===== config.mk =====
export PLATFORM = sky130hd
export DESIGN_NAME = mandelbrot_escape_count
export DESIGN_NICKNAME = d
export VERILOG_FILES = /design/src/hdl/mec_pkg.sv /design/src/hdl/mec_mul.sv /design/src/hdl/mec_ctrl.sv /design/src/hdl/mandelbrot_escape_count.sv
export VERILOG_INCLUDE_DIRS = /design/src /design/src/hdl
export SDC_FILE = /design/constraint.sdc
export NUM_CORES = 2
export LEC_CHECK = 0
export ABC_AREA = 1
export BUFFER_PORTS_ARGS = -buffer_cell sky130_fd_sc_hd__buf_2
export CAP_MARGIN = 0
export CELL_PAD_IN_SITES_DETAIL_PLACEMENT = 1
export CELL_PAD_IN_SITES_GLOBAL_PLACEMENT = 2
export CORE_MARGIN = 4
export CORE_UTILIZATION = 44
export CTS_BUF_LIST = sky130_fd_sc_hd__clkbuf_8 sky130_fd_sc_hd__clkbuf_16
export DETAILED_ROUTE_END_ITERATION = 8
export GPL_ROUTABILITY_DRIVEN = 0
export PLACE_DENSITY_LB_ADDON = 0.1
export SETUP_SLACK_MARGIN = 0.02
export SLEW_MARGIN = 10
export SYNTH_ARGS = -nofsm -noshare
export SYNTH_HDL_FRONTEND = slang
export SYNTH_SLANG_ARGS = --single-unit

===== constraint.sdc =====
create_clock -name clk_i -period 26.1 [get_ports clk_i]
set_clock_uncertainty 0.2 [all_clocks]
set_input_delay 5.22 -clock clk_i [delete_from_list [all_inputs] [get_ports clk_i]]
set_output_delay 5.22 -clock clk_i [all_outputs]
set_load 0.02 [all_outputs]

===== src/hdl/mandelbrot_escape_count_defines.svh =====
// Assertion macros for the escape-time counter.
// Used by files that carry concurrent checks; expects clk_i and rst_ni in scope.
`ifndef MANDELBROT_ESCAPE_COUNT_DEFINES_SVH
`define MANDELBROT_ESCAPE_COUNT_DEFINES_SVH

// condition holds at every edge out of reset
`define MEC_ASSERT(label, cond, msg) \
  label: assert property (@(posedge clk_i) disable iff (!rst_ni) (cond)) else $error(msg);

// consequent holds in the same cycle as the antecedent
`define MEC_ASSERT_IMPL(label, ante, cons, msg) \
  label: assert property (@(posedge clk_i) disable iff (!rst_ni) (ante) |-> (cons)) \
    else $error(msg);

// consequent holds in the cycle after the antecedent
`define MEC_ASSERT_NEXT(label, ante, cons, msg) \
  label: assert property (@(posedge clk_i) disable iff (!rst_ni) (ante) |=> (cons)) \
    else $error(msg);

`endif


===== src/hdl/mec_pkg.sv =====
// Shared types and constants for the escape-time counter.
// No dependencies; imported by mec_mul, mec_ctrl and the top level.
package mec_pkg;

  localparam int unsigned DATA_W = 32;
  localparam int unsigned PROD_W = 64;
  localparam int unsigned CFG_W  = 16;
  localparam int unsigned OUT_W  = 16;

  localparam logic [CFG_W-1:0] MAX_COUNT_RST = 16'd255;

  typedef enum logic [2:0] {
    ST_IDLE,
    ST_MUL_RR,
    ST_MUL_II,
    ST_CHECK,
    ST_MUL_RI,
    ST_UPDATE
  } state_e;

  typedef enum logic [1:0] {
    MUL_RR,
    MUL_II,
    MUL_RI
  } mul_sel_e;

  typedef struct packed {
    logic     in_ready;
    logic     load;
    logic     mul_en;
    mul_sel_e mul_sel;
    logic     save_rr;
    logic     step;
    logic     update;
    logic     finish;
  } ctrl_t;

  typedef struct packed {
    logic escape;
    logic more;
    logic slot_free;
  } stat_t;

endpackage


===== src/hdl/mec_mul.sv =====
// Shared signed 32x32 multiplier with registered 64-bit product.
// Operand pair chosen per cycle from z; depends on mec_pkg.
module mec_mul (
  input  logic                                 clk_i,
  input  logic                                 en_i,
  input  mec_pkg::mul_sel_e                    sel_i,
  input  logic signed [mec_pkg::DATA_W-1:0]    re_i,
  input  logic signed [mec_pkg::DATA_W-1:0]    im_i,
  output logic signed [mec_pkg::PROD_W-1:0]    prod_o
);
  import mec_pkg::*;

  logic signed [DATA_W-1:0] a, b;
  logic signed [PROD_W-1:0] prod_q, prod_d;

  always_comb begin
    case (sel_i)
      MUL_RR: begin
        a = re_i;
        b = re_i;
      end
      MUL_II: begin
        a = im_i;
        b = im_i;
      end
      MUL_RI: begin
        a = re_i;
        b = im_i;
      end
      default: begin
        a = re_i;
        b = im_i;
      end
    endcase
    prod_d = PROD_W'(a) * PROD_W'(b);
  end

  always_ff @(posedge clk_i) begin
    if (en_i) begin
      prod_q <= prod_d;
    end
  end

  assign prod_o = prod_q;

endmodule


===== src/hdl/mec_ctrl.sv =====
// Sequencer for the escape-time counter: orders the multiplier passes,
// the escape check and the z update. Depends on mec_pkg.
module mec_ctrl (
  input  logic            clk_i,
  input  logic            rst_ni,
  input  logic            in_valid_i,
  input  mec_pkg::stat_t  stat_i,
  output mec_pkg::ctrl_t  ctrl_o
);
  import mec_pkg::*;

  state_e state_q, state_d;

  always_comb begin
    state_d = state_q;
    case (state_q)
      ST_IDLE: begin
        if (in_valid_i) state_d = ST_MUL_RR;
      end
      ST_MUL_RR: state_d = ST_MUL_II;
      ST_MUL_II: state_d = ST_CHECK;
      ST_CHECK: begin
        if (!stat_i.escape && stat_i.more) begin
          state_d = ST_MUL_RI;
        end else if (stat_i.slot_free) begin
          state_d = ST_IDLE;
        end
      end
      ST_MUL_RI: state_d = ST_UPDATE;
      ST_UPDATE: state_d = ST_MUL_RR;
      default:   state_d = ST_IDLE;
    endcase
  end

  always_comb begin
    ctrl_o          = '0;
    ctrl_o.in_ready = (state_q == ST_IDLE);
    ctrl_o.load     = (state_q == ST_IDLE) && in_valid_i;
    ctrl_o.mul_en   = state_q inside {ST_MUL_RR, ST_MUL_II, ST_MUL_RI};
    case (state_q)
      ST_MUL_II: ctrl_o.mul_sel = MUL_II;
      ST_MUL_RI: ctrl_o.mul_sel = MUL_RI;
      default:   ctrl_o.mul_sel = MUL_RR;
    endcase
    ctrl_o.save_rr = (state_q == ST_MUL_II);
    ctrl_o.step    = (state_q == ST_CHECK) && !stat_i.escape && stat_i.more;
    ctrl_o.finish  = (state_q == ST_CHECK) && (stat_i.escape || !stat_i.more)
                     && stat_i.slot_free;
    ctrl_o.update  = (state_q == ST_UPDATE);
  end

  always_ff @(posedge clk_i or negedge rst_ni) begin
    if (!rst_ni) begin
      state_q <= ST_IDLE;
    end else begin
      state_q <= state_d;
    end
  end

endmodule


===== src/hdl/mandelbrot_escape_count.sv =====
// Escape-time counter: one shared 32x32 multiplier, three passes per iteration.
// The five-state loop round the multiplier squares z_re, squares z_im, checks escape and
// the limit, forms the cross product and updates z. One point at a time; the next is
// accepted the cycle after the result is loaded, and a result held by the sink stalls the
// loop in its check state.
// Reset (asynchronous, active low) idles the block, empties the output, max_count 255.
module mandelbrot_escape_count #(
  parameter int unsigned FRAC_BITS  = 28,
  parameter int unsigned COUNT_BITS = 16
) (
  input  logic                              clk_i,
  input  logic                              rst_ni,
  input  logic                              max_count_we_i,
  input  logic [mec_pkg::CFG_W-1:0]         max_count_i,
  input  logic                              in_valid_i,
  output logic                              in_ready_o,
  input  logic signed [mec_pkg::DATA_W-1:0] c_re_i,
  input  logic signed [mec_pkg::DATA_W-1:0] c_im_i,
  output logic                              out_valid_o,
  input  logic                              out_ready_i,
  output logic [mec_pkg::OUT_W-1:0]         escape_count_o
);
  import mec_pkg::*;
  `include "mandelbrot_escape_count_defines.svh"

  localparam int unsigned THR_SHIFT = 2 * FRAC_BITS + 2;
  localparam bit          ESC_EN    = (THR_SHIFT < PROD_W);
  localparam logic [PROD_W-1:0] THR = ESC_EN ? (PROD_W'(1) << (THR_SHIFT % PROD_W))
                                             : '0;
  localparam logic [32:0] CNT_MAX   = (33'd1 << COUNT_BITS) - 33'd1;
  localparam logic signed [64:0] SAT_HI = 65'sd2147483647;
  localparam logic signed [64:0] SAT_LO = -65'sd2147483648;

  ctrl_t ctrl;
  stat_t stat;

  logic [CFG_W-1:0]         max_count_q;
  logic signed [DATA_W-1:0] z_re_q, z_im_q, c_re_q, c_im_q;
  logic signed [PROD_W-1:0] prod, rr_q, diff_q;
  logic [COUNT_BITS-1:0]    count_q;
  logic                     first_q;
  logic                     out_valid_q;
  logic [OUT_W-1:0]         out_q, out_d;

  logic [PROD_W-1:0]        mag;
  logic [32:0]              limit, count_w, count_nxt;
  logic signed [64:0]       re_sum, im_sum;
  logic signed [DATA_W-1:0] re_new, im_new;

  function automatic logic signed [DATA_W-1:0] sat(input logic signed [64:0] v);
    logic signed [DATA_W-1:0] r;
    if (v > SAT_HI)      r = SAT_HI[DATA_W-1:0];
    else if (v < SAT_LO) r = SAT_LO[DATA_W-1:0];
    else                 r = v[DATA_W-1:0];
    return r;
  endfunction

  mec_mul u_mul (
    .clk_i  (clk_i),
    .en_i   (ctrl.mul_en),
    .sel_i  (ctrl.mul_sel),
    .re_i   (z_re_q),
    .im_i   (z_im_q),
    .prod_o (prod)
  );

  mec_ctrl u_ctrl (
    .clk_i      (clk_i),
    .rst_ni     (rst_ni),
    .in_valid_i (in_valid_i),
    .stat_i     (stat),
    .ctrl_o     (ctrl)
  );

  always_comb begin
    mag       = PROD_W'($unsigned(rr_q)) + PROD_W'($unsigned(prod));
    limit     = (33'(max_count_q) > CNT_MAX) ? CNT_MAX : 33'(max_count_q);
    count_w   = 33'(count_q);
    count_nxt = first_q ? count_w : count_w + 33'd1;

    stat.escape    = ESC_EN && (mag > THR);
    stat.more      = count_nxt < limit;
    stat.slot_free = !out_valid_q || out_ready_i;

    if (stat.escape) begin
      out_d = first_q ? '0 : count_w[OUT_W-1:0];
    end else begin
      out_d = count_nxt[OUT_W-1:0];
    end

    re_sum = 65'(diff_q >>> FRAC_BITS) + 65'(c_re_q);
    im_sum = 65'(prod >>> (FRAC_BITS - 1)) + 65'(c_im_q);
    re_new = sat(re_sum);
    im_new = sat(im_sum);
  end

  always_ff @(posedge clk_i) begin
    if (ctrl.load) begin
      c_re_q <= c_re_i;
      c_im_q <= c_im_i;
      z_re_q <= c_re_i;
      z_im_q <= c_im_i;
    end else if (ctrl.update) begin
      z_re_q <= re_new;
      z_im_q <= im_new;
    end
    if (ctrl.save_rr) begin
      rr_q <= prod;
    end
    if (ctrl.step) begin
      diff_q <= rr_q - prod;
    end
    if (ctrl.finish) begin
      out_q <= out_d;
    end
  end

  always_ff @(posedge clk_i or negedge rst_ni) begin
    if (!rst_ni) begin
      max_count_q <= MAX_COUNT_RST;
      count_q     <= '0;
      first_q     <= 1'b0;
      out_valid_q <= 1'b0;
    end else begin
      if (max_count_we_i) begin
        max_count_q <= max_count_i;
      end
      if (ctrl.load) begin
        count_q <= COUNT_BITS'(1);
        first_q <= 1'b1;
      end else if (ctrl.step) begin
        count_q <= count_nxt[COUNT_BITS-1:0];
        first_q <= 1'b0;
      end
      if (ctrl.finish) begin
        out_valid_q <= 1'b1;
      end else if (out_ready_i) begin
        out_valid_q <= 1'b0;
      end
    end
  end

  assign in_ready_o     = ctrl.in_ready;
  assign out_valid_o    = out_valid_q;
  assign escape_count_o = out_q;

  `MEC_ASSERT_NEXT(a_busy_after_accept, in_valid_i && in_ready_o, !in_ready_o, "ready after accept")
  `MEC_ASSERT_IMPL(a_count_live, !in_ready_o, count_q != '0, "count zero while busy")
  `MEC_ASSERT_IMPL(a_no_overwrite, ctrl.finish, !out_valid_q || out_ready_i, "result overwritten")
  `MEC_ASSERT_NEXT(a_result_in_limit, ctrl.finish && !stat.escape,
                   33'(out_q) <= CNT_MAX, "result above counter range")

endmodule

==> impl_metrics.prom <==
# TYPE chip_impl_metric gauge
chip_impl_metric{name="drt_pre_antenna_iters",unit=""} 5
chip_impl_metric{name="worst_path_largest_cell_delay",unit="ps"} 1040
chip_impl_metric{name="synth_async_sr_flop_share",unit=""} 0.1072
chip_impl_metric{name="min_period_over_period",unit=""} 0.4725
chip_impl_metric{name="slew_headroom",unit=""} 0.08265
chip_impl_metric{name="grt_max_degree",unit=""} 71
chip_impl_metric{name="cts.clk_slew.worst_paths",unit="ps"} 60
chip_impl_metric{name="ys_warn_count",unit=""} 0
chip_impl_metric{name="post_synth_instance_area",unit="mm²"} 0.06334
chip_impl_info{name="holdCritPathClass",value="flip-flop to flip-flop"} 1
chip_impl_metric{name="post_cts_resize_count",unit=""} 0
chip_impl_metric{name="route.met2.wl",unit="µm"} 120500
chip_impl_metric{name="cts-buffers-inserted",unit=""} 42
chip_impl_metric{name="fp.coreArea",unit="mm²"} 0.1423
chip_impl_metric{name="initial_utilization",unit=""} 0.4452
chip_impl_metric{name="cp.arrival",unit="ps"} 12500
chip_impl_info{name="unrepaired_setup_endpoints_after_global_routing",value="false"} 1
chip_impl_metric{name="post_cts.repair.setup_buffers",unit=""} 0
chip_impl_info{name="holdPathEnd",value="rr_q[11]"} 1
chip_impl_metric{name="insertion_delay",unit="ps"} 630
chip_impl_metric{name="syn_area_per_cell",unit="µm²"} 7.939
chip_impl_metric{name="finalHoldViolations",unit=""} 0
chip_impl_metric{name="route.detailed.vias_per_inst",unit=""} 5.507
chip_impl_metric{name="ctsHoldBuffers",unit=""} 0
chip_impl_metric{name="totalNegativeSetupSlack",unit="ps"} 0
chip_impl_metric{name="synthesis_to_finish_area_growth",unit="%"} 6.778
chip_impl_metric{name="port-buffer-count",unit=""} 102
chip_impl_metric{name="r2r_slack",unit="ps"} 13770
chip_impl_metric{name="cp_data_required_time",unit="ps"} 26270
chip_impl_metric{name="antenna_left",unit=""} 0
chip_impl_metric{name="first_pass_grt_wire_length",unit="µm"} 384500
chip_impl_metric{name="worst_r2r_path_depth",unit=""} 32
chip_impl_info{name="tritoncts",value="yes"} 1
chip_impl_metric{name="dp_hpwl",unit="µm"} 211100
chip_impl_info{name="crit_path_frequent_cell",value="fa_1"} 1
chip_impl_metric{name="finalWirelength",unit="µm"} 260000
chip_impl_metric{name="drt-met1-wl",unit="µm"} 104700
chip_impl_metric{name="whs_path_depth",unit=""} 0
chip_impl_metric{name="wl_per_cell",unit="µm"} 26.21
chip_impl_info{name="synth_ff_type",value="edfxtp_1"} 1
chip_impl_metric{name="worst-slew-pin-transition",unit="ps"} 1371
chip_impl_metric{name="critical_path.max_fanout",unit=""} 50
chip_impl_metric{name="route.vias.total",unit=""} 54630
chip_impl_metric{name="grt_pass1_vias",unit=""} 59740
chip_impl_metric{name="num_io_pins",unit=""} 103
chip_impl_info{name="crit_path_start_kind",value="flip-flop"} 1
chip_impl_metric{name="die_width",unit="µm"} 387.4
chip_impl_metric{name="layout.filler_cells",unit=""} 17470
chip_impl_info{name="min_delay_src",value="u_mul.prod_o[11]"} 1
chip_impl_metric{name="die_area",unit="mm²"} 0.1501
chip_impl_metric{name="synth_seq_area_share",unit=""} 0.1608
chip_impl_info{name="r2r-end",value="u_mul.prod_o[60]"} 1
chip_impl_metric{name="postSynthNetCount",unit=""} 9548
chip_impl_metric{name="remaining_drc_errors",unit=""} 0
chip_impl_metric{name="clk_path_buf_depth",unit=""} 3
chip_impl_metric{name="clock_sink_count",unit=""} 345
chip_impl_metric{name="htreeDepth",unit=""} 2
chip_impl_metric{name="rows",unit=""} 138
chip_impl_metric{name="yosys.cell_types.count",unit=""} 53
chip_impl_metric{name="detail_route.iter0.violations",unit=""} 4129
chip_impl_metric{name="syn-instance-count",unit=""} 7978
chip_impl_info{name="critPathKind",value="flip-flop to flip-flop"} 1
chip_impl_info{name="routed.top_layer",value="met5"} 1
chip_impl_metric{name="grt_overflow_total",unit=""} 0
chip_impl_metric{name="max_freq",unit="MHz"} 81.09
chip_impl_metric{name="number_of_synthesized_flops_with_an_enable_pin",unit=""} 308
chip_impl_info{name="slowest_stage",value="nor2_1"} 1
chip_impl_metric{name="dr_wl_met3",unit="µm"} 18270
chip_impl_metric{name="max-cap-violations",unit=""} 0
chip_impl_metric{name="global_route.usage.total",unit=""} 0.3452
chip_impl_metric{name="timing.final.setup_violations",unit=""} 0
chip_impl_metric{name="nets",unit=""} 9564
chip_impl_info{name="clock_tree.root_cell",value="clkbuf_16"} 1
chip_impl_metric{name="chipHeight",unit="µm"} 387.4
chip_impl_info{name="worst_r2r_startpoint",value="u_ctrl.state_q[2]"} 1
chip_impl_metric{name="postSynthRegisterBits",unit=""} 345
chip_impl_info{name="outcome",value="finished clean"} 1
chip_impl_metric{name="ratio_of_cells_with_drive_above_1_in_the_final_layout",unit=""} 0.05295
chip_impl_metric{name="slew_violations",unit=""} 0
chip_impl_metric{name="antenna_found_initial",unit=""} 6
chip_impl_info{name="setup.worst_path.end_class",value="flip-flop"} 1
chip_impl_metric{name="layout_min_cycle_time",unit="ps"} 12330
-- sequential cells by signal, indices dropped and copies added (netlist names) --
register	count
z_re_q	32
u_mul.prod_o	64
c_im_q	32
c_re_q	32
max_count_q	16
u_ctrl.state_q	3
count_q	16
first_q	1
z_im_q	32
diff_q	36
out_valid_o	1
rr_q	64
escape_count_o	16
-- through the flow --
step / instance area (µm²) / hold slack (ps) / cells / util / setup slack [ps]
after floorplan: 63340 / 254.5 / 7978 / - / 15720
after global placement: 66190 / 275.9 / 9840 / 0.4653 / 14170
after detailed placement: 66190 / 281.9 / 9840 / 0.4653 / 14040
after CTS: 67620 / 296.0 / 9917 / 0.4753 / 14010
after global routing: 67620 / 310.0 / 9917 / 0.4753 / 13230
final: 67630 / 290.3 / 9920 / 0.4753 / 13770
-- final cells by class --
type | count | area (µm²) | share of cell area
Sequential cell | 345 | 10180 | 0.1506
Multi-Input combinational cell | 5644 | 45780 | 0.6769
Inverter | 1758 | 6600 | 0.09759
Timing Repair Buffer | 203 | 1269 | 0.01876
Antenna cell | 3 | 7.507 | 0.0001110
Clock inverter | 31 | 309.0 | 0.004570
Clock buffer | 46 | 1117 | 0.01652
Tap cell | 1890 | 2365 | 0.03497
-- cells in the mapped netlist, drive strengths merged (2+ instances only) --
library cell,count,area [µm²]
xnor2,66,578.1
nor3,49,265.3
a221oi,7,61.31
nand4,61,381.6
nor4,13,81.33
a21boi,10,75.07
a21oi,384,1933
a211oi,3,22.52
dfrtp,29,725.7
inv,1736,6516
o31ai,13,97.59
ha,400,5005
o21a,30,225.2
o211a,2,20.02
fa,1085,21720
clkbuf,166,623.1
nand3,172,900.9
nor2,1030,3971
o221ai,4,35.03
nand3b,8,60.06
and3,5,31.28
o311ai,3,26.28
or2,14,87.58
a31oi,38,237.7
o21ai,244,1225
buf,65,380.4
dfstp,8,210.2
and2,4,27.53
xor2,130,1139
nand2,1792,6746
clkinv,22,82.58
a21o,30,225.2
o21bai,22,165.2
o2111ai,6,52.55
o211ai,14,105.1
edfxtp,308,9249
-- critical path, delay by kind of cell, from the launching register on --
family,cells,cell delay (ps)
XOR/XNOR,1,160
flip-flops,1,420
AND/OR/NAND/NOR,11,3530
AO/OA/AOI/OAI,3,830
adder cells (fa/ha/maj),9,4490
buffers and inverters,8,2350
-- worst max-delay path by stage --
stage | startpoint | endpoint | slack, ps
floorplan | u_ctrl.state_q[2] | u_mul.prod_o[58] | 15720
global placement | u_ctrl.state_q[2] | u_mul.prod_o[60] | 14170
detailed placement | u_ctrl.state_q[2] | u_mul.prod_o[60] | 14040
CTS | u_ctrl.state_q[2] | u_mul.prod_o[60] | 14010
global route | u_ctrl.state_q[2] | u_mul.prod_o[60] | 13230
finish | u_ctrl.state_q[2] | u_mul.prod_o[60] | 13770
-- layer usage --
metal,vias up,track usage
met5,-,0
met3,564,0.05730
met4,2,0.1764
li1,24100,-
met1,28000,0.4430
met2,1970,0.5646
-- cells by family (layout without fill, tap and decap cells) --
kind of cell,after synthesis,in the layout,synth area share
flip-flops,345,345,0.1608
adder cells (fa/ha/maj),1485,1485,0.4220
other,0,3,0
AND/OR/NAND/NOR,3149,3149,0.1983
buffers and inverters,1989,2038,0.1200
AO/OA/AOI/OAI,814,814,0.07175
XOR/XNOR,196,196,0.02710
-- cell usage in the layout (no fill, tap or decap), drive strengths merged, types with 14 or more instances in the layout --
cell / n
nand2: 1792
inv: 1747
fa: 1085
nor2: 1030
ha: 400
a21oi: 384
edfxtp: 308
o21ai: 244
buf: 203
nand3: 172
xor2: 130
xnor2: 66
nand4: 61
nor3: 49
clkbuf: 46
a31oi: 38
clkinv: 33
o21a: 30
a21o: 30
dfrtp: 29
o21bai: 22
or2: 14
o211ai: 14
Power is not shown: default switching activity piles up to over one toggle a cycle in this logic, so the estimate is an artifact.
